[config.mk]
export PLATFORM = sky130hd
export DESIGN_NAME = mma_div
export DESIGN_NICKNAME = d
export VERILOG_FILES = /design/src/design/mma_div.sv
export SDC_FILE = /design/constraint.sdc
export NUM_CORES = 1
export LEC_CHECK = 0
export BUFFER_PORTS_ARGS = -buffer_cell sky130_fd_sc_hd__buf_2
export CORE_MARGIN = 2
export CORE_UTILIZATION = 35
export DETAILED_ROUTE_END_ITERATION = 10
export PLACE_DENSITY = 0.54
export SLEW_MARGIN = 20
export SYNTH_ARGS = -nofsm -noshare
export SYNTH_HDL_FRONTEND = slang
export SYNTH_SLANG_ARGS = --single-unit
[constraint.sdc]
create_clock -name clk_i -period 5.75 [get_ports clk_i]
set_clock_uncertainty 0.05 [all_clocks]
set_input_delay 1.15 -clock clk_i [delete_from_list [all_inputs] [get_ports clk_i]]
set_output_delay 1.15 -clock clk_i [all_outputs]
set_load 0.02 [all_outputs]
[src/design/mma_div.sv]
// Serial signed-by-unsigned divider, one quotient bit per cycle, truncating toward zero.
module mma_div #(
  parameter int unsigned DW = 46,
  parameter int unsigned EW = 7
) (
  input  logic                 clk_i,
  input  logic                 rst_ni,
  input  logic                 start_i,
  input  logic signed [DW-1:0] dividend_i,
  input  logic [EW-1:0]        divisor_i,
  output logic                 done_o,
  output logic [DW-1:0]        quotient_o
);

  localparam int unsigned CNT_W = $clog2(DW + 1);

  logic             busy_q, busy_d;
  logic             done_q, done_d;
  logic [CNT_W-1:0] cnt_q, cnt_d;
  logic [DW-1:0]    acc_q, acc_d;
  logic [EW-1:0]    rem_q, rem_d;
  logic [EW-1:0]    div_q, div_d;
  logic             neg_q, neg_d;
  logic [EW:0]      shifted;
  logic [EW:0]      diff;
  logic             ge;

  always_comb begin
    shifted = {rem_q, acc_q[DW-1]};
    diff    = shifted - {1'b0, div_q};
    ge      = (shifted >= {1'b0, div_q});
  end

  always_comb begin
    busy_d = busy_q;
    done_d = 1'b0;
    cnt_d  = cnt_q;
    acc_d  = acc_q;
    rem_d  = rem_q;
    div_d  = div_q;
    neg_d  = neg_q;
    if (start_i) begin
      busy_d = 1'b1;
      cnt_d  = CNT_W'(DW);
      acc_d  = dividend_i[DW-1] ? (DW'(0) - dividend_i) : dividend_i;
      rem_d  = '0;
      div_d  = divisor_i;
      neg_d  = dividend_i[DW-1];
    end else if (busy_q) begin
      acc_d = {acc_q[DW-2:0], ge};
      rem_d = ge ? diff[EW-1:0] : shifted[EW-1:0];
      cnt_d = cnt_q - CNT_W'(1);
      if (cnt_q == CNT_W'(1)) begin
        busy_d = 1'b0;
        done_d = 1'b1;
      end
    end
  end

  always_ff @(posedge clk_i or negedge rst_ni) begin
    if (!rst_ni) begin
      busy_q <= 1'b0;
      done_q <= 1'b0;
      cnt_q  <= '0;
    end else begin
      busy_q <= busy_d;
      done_q <= done_d;
      cnt_q  <= cnt_d;
    end
  end

  always_ff @(posedge clk_i) begin
    acc_q <= acc_d;
    rem_q <= rem_d;
    div_q <= div_d;
    neg_q <= neg_d;
  end

  assign done_o     = done_q;
  assign quotient_o = neg_q ? (DW'(0) - acc_q) : acc_q;

endmodule

# [Word level (Yosys, flattened, before mapping)]
# Cells that the tools add are included.
[word_totals] register_bits=69 output_inout_bits=47 input_bits=56 elab_cells=27
[op_classes] eq_ne=1 n_addsub=4 n_lt_le_gt_ge=1 muxes=13 n_reduce_logical=1
[op_table] cell="46-bit two-way mux" n=4
[op_table] cell="1-bit by 46-bit subtractor with 46-bit output, first input constant" n=2
[op_table] cell="6-bit two-way mux" n=2
[op_table] cell="8-bit by 7-bit greater-or-equal comparator with 1-bit output" n=1
[op_table] cell="7-bit two-way mux" n=1
[op_table] cell="7-bit subtractor" n=1
[op_table] cell="6-bit by 1-bit equality test with 1-bit output, second input constant" n=1
[op_table] cell="1-bit two-way mux" n=6
[op_table] cell="6-bit by 1-bit subtractor with 6-bit output, second input constant" n=1
[op_table] cell="2-bit nonzero test" n=1

# [Depth between registers and ports, before layout]
[depth] word_depth=4 mapped_depth=9 ltp_nobuf=8

# [Least setup slack after synthesis]
# OpenSTA, ideal clock, no wires.
[synth_path] kind="reg-to-output" startpoint="register acc_q[22]" endpoint="output port quotient_o[44]" slack_ns=2.053 arrival_ns=2.497 required_time_ns=4.550 path_stages_with_launch=6 n_path_buf=0 path_cell_list="edfxtp_1 -> or4_1 -> or3_1 -> or4b_1 -> o41ai_1 -> xnor2_1"
[synth_between] elab_chain_len=2
[synth_lines] item="from (decl)" line_no="20" rtl="logic [DW-1:0] acc_q, acc_d;"
[synth_lines] item="from (signal assigned)" line_no="73" rtl="acc_q <= acc_d;"
[synth_lines] item="1-bit by 46-bit subtractor with 46-bit output" line_no="80" rtl="assign quotient_o = neg_q ? (DW'(0) - acc_q) : acc_q;"
[synth_lines] item="46-bit two-way mux" line_no="80"
[synth_lines] item="to (decl)" line_no="12" rtl="output logic [DW-1:0] quotient_o"
# Every way passes these cells.

# [Worst setup path in the final report]
[layout_path] startpoint="register acc_q[12]" endpoint="output port quotient_o[44]"
# Same word-level chain as after synthesis.

==> results.ini <==
[pwr]
p_per_area_mw_per_mm2 = 306.5
power_leakage_nw = 2.356
vdd_drop_max_uv = 149.1

[synth]
synth-compound-area-share_pct = 18.86
syn_nets = 666
yosysMostFrequentCell = nor2_1
synthTopCellsByCount = nor2_1, edfxtp_1, xnor2_1
synthesis.instances = 598
yosysWarningCount = 0
async_reset_ff_share_pct = 11.59
synth_area_leaders = edfxtp_1, xnor2_1, xor2_1, nor2_1, a21oi_1
synth_xor_area_share_pct = 14.19
seq_area_frac_synth_pct = 37.40
synth_cell_types = 52
synth_top_area_share_pct = 30.91
synth_simple_gate_area_share_pct = 21.58
ys_ff_latch = 69
syn_avg_cell_area_um2 = 8.773
synth_top_family_by_area = simple AND/OR/NAND/NOR gates
synth_mux_area_share_pct = 1.002
ys.flop_type = edfxtp_1
synth_edf_count = 54
synth.cell_area_mm2 = 0.005246
synth_area_leader_cell = edfxtp_1
synthAdderAreaFrac_pct = 3.005

[clock_network]
cts_tree = done
postCtsSetupRepairBufs = 0
cts_hold_buf = 0
cts_root_buffer = clkbuf_16
ctsHtreeMaxLevel = 3
cts_buffers = 9
cts_buffer_depth = 2
clock_latency_ps = 340
path_clk_slew_ps = 60
cts_resized = 0
clock-sinks = 69

[sta]
setup_viol_count_final = 0
fin_crit_sh_pct = 76.49
tns_ps = 0
slew_violations = 0
hold_viol = 0
finalCriticalPeriod_ps = 4398
max_freq_ghz = 0.2274
worstMarginPinSlew_ps = 1107
maxSlewHeadroom_pct = 25.44
rsz0062_at_grt = no

[drt]
dr.pass1.iters = 4
drt_iter0_markers = 238
vias = 4794
wl_per_cell_um = 16.86
drt_wl_total_um = 14770
drcViolationCount = 0
routed_via_density = 5.473
ant_nets = 0

[critical_path]
r2r_start = acc_q[45]$_DFFE_PP_
r2r_end = rem_q[1]$_SDFFE_PP0P_
start_kind = flip-flop
cp_max_fo = 7
reg2reg_setup_slack_ps = 3240
critPathLaunch = acc_q[12]$_DFFE_PP_
worstSetupEndpoint = quotient_o[44]
cp.arrival_ps = 3200
crit_type = flip-flop to output port
critPathRequiredTime_ps = 4550
end_kind = output port
reg2regPathDepth = 8

[cells_and_area]
multi_input_area_mm2 = 0.003077
drive_above_1_share_pct = 20.69
final_nets = 754
register_area_mm2 = 0.001962
area_growth_pct = 19.29
nFillCells = 1472
stdcell_area_mm2 = 0.006259

[placement]
port_buffers = 102
dpl.hpwl_um = 10970
gp_congestion = 0.8277
placed_area_mm2 = 0.005903

[die]
start_util_pct = 35.96
die_w_um = 126.4
num_rows = 44
core_mm2 = 0.01459
io_pins = 103
die_area_mm2 = 0.01598
die_h_um = 126.4

[global_routing]
antenna_found_initial = 1
grt_pass1_wl_um = 23540
grt_use_total_pct = 18.41
grt_pass1_vias = 4631
grt_overflow_total = 0
grt_max_degree = 97

[job]
max_cap_viol_count = 0

[worst_hold_path]
worstHoldPathCells = 1
holdCritPathClass = flip-flop to flip-flop

[status]
outcome = finished, final reports clean

## area by class of cell
| class | count | share of cell area, % |
|---|---|---|
| Inverter | 25 | 1.499 |
| Multi-Input combinational cell | 475 | 49.16 |
| Sequential cell | 69 | 31.35 |
| Antenna cell | 1 | 0.03998 |
| Timing Repair Buffer | 106 | 8.637 |
| Tap cell | 184 | 3.679 |
| Clock buffer | 14 | 5.418 |
| Clock inverter | 2 | 0.2199 |
## flip-flops by register name (all words and copies together) (netlist names)
name / count
div_q: 7
acc_q: 46
cnt_q: 6
neg_q: 1
busy_q: 1
done_o: 1
rem_q: 7
## cells in the final DEF (no fill, tap or decap), types with 3 or more instances in the layout
cell type	netlist	routed
buf_2	1	102
mux2i_1	3	3
nand2b_1	5	5
o311ai_0	3	3
nand2_1	38	38
nor4_1	17	17
ha_1	11	11
nand4_1	11	11
nor2_1	72	72
nand3_1	11	11
a21o_1	3	3
dfrtp_1	8	8
o21ai_0	29	29
o41ai_1	20	20
or4_1	8	8
and2_1	5	5
a311oi_1	4	4
a31oi_1	6	6
dfxtp_1	7	7
or2_2	10	10
buf_4	1	4
or3_1	16	16
nor3_1	14	14
edfxtp_1	54	54
o31ai_1	27	27
clkbuf_16	0	13
xnor2_1	48	48
a21oi_1	46	46
inv_1	25	25
xor2_1	37	37
## report_power, final
| group | internal, W | switching, W |
|---|---|---|
| combinational | 0.000238 | 0.000349 |
| sequential | 0.000619 | 0.0000789 |
| clock | 0.000409 | 0.000225 |
| total | 0.00127 | 0.000653 |
## worst max-delay path, cell delays in order (launching register included)
cell,delay (ps)
edfxtp_1,430
or3_1,440
nor4b_2,670
or4b_1,600
o41ai_1,370
xnor2_1,170
buf_2,180
## per-layer routing
layer | part of all wire (%) | vias up | track usage, %
li1 | - | 2406 | -
met1 | 48 | 2251 | 25.46
met2 | 46 | 124 | 28.75
met3 | 5.5 | 13 | 3.880
met4 | 1.2 | 0 | 6.076
met5 | 0 | - | 0
## per-stage QoR
step	total power, W	cells	util, %	hold slack, ps	setup WS [ps]
5_1_grt	0.002028	875	42.88	432.9	1052
3_5_place_dp	0.001293	859	40.46	395.0	1716
2_1_floorplan	0.001109	598	-	377.2	2053
3_3_place_gp	0.001285	859	40.46	390.1	1780
4_1_cts	0.001933	875	42.88	408.8	1350
6_report	0.001918	876	42.90	405.0	1352
## cell families after synthesis
| kind of cell | count (synthesis) |
|---|---|
| buffers and inverters | 54 |
| flip-flops | 69 |
| adder cells (fa/ha/maj) | 12 |
| AO/OA/AOI/OAI | 151 |
| multiplexers | 5 |
| AND/OR/NAND/NOR | 222 |
| XOR/XNOR | 85 |
## how the worst min path moves through the flow
stage / startpoint / endpoint / slack, ps
final: rem_q[6]$_SDFFE_PP0P_ / rem_q[6]$_SDFFE_PP0P_ / 400
after global routing: rem_q[6]$_SDFFE_PP0P_ / rem_q[6]$_SDFFE_PP0P_ / 430
after CTS: rem_q[6]$_SDFFE_PP0P_ / rem_q[6]$_SDFFE_PP0P_ / 410
after detailed placement: rem_q[6]$_SDFFE_PP0P_ / rem_q[6]$_SDFFE_PP0P_ / 400
after global placement: rem_q[6]$_SDFFE_PP0P_ / rem_q[6]$_SDFFE_PP0P_ / 390
after floorplan: rem_q[6]$_SDFFE_PP0P_ / rem_q[6]$_SDFFE_PP0P_ / 380
Power figures use the tool's default switching activity.
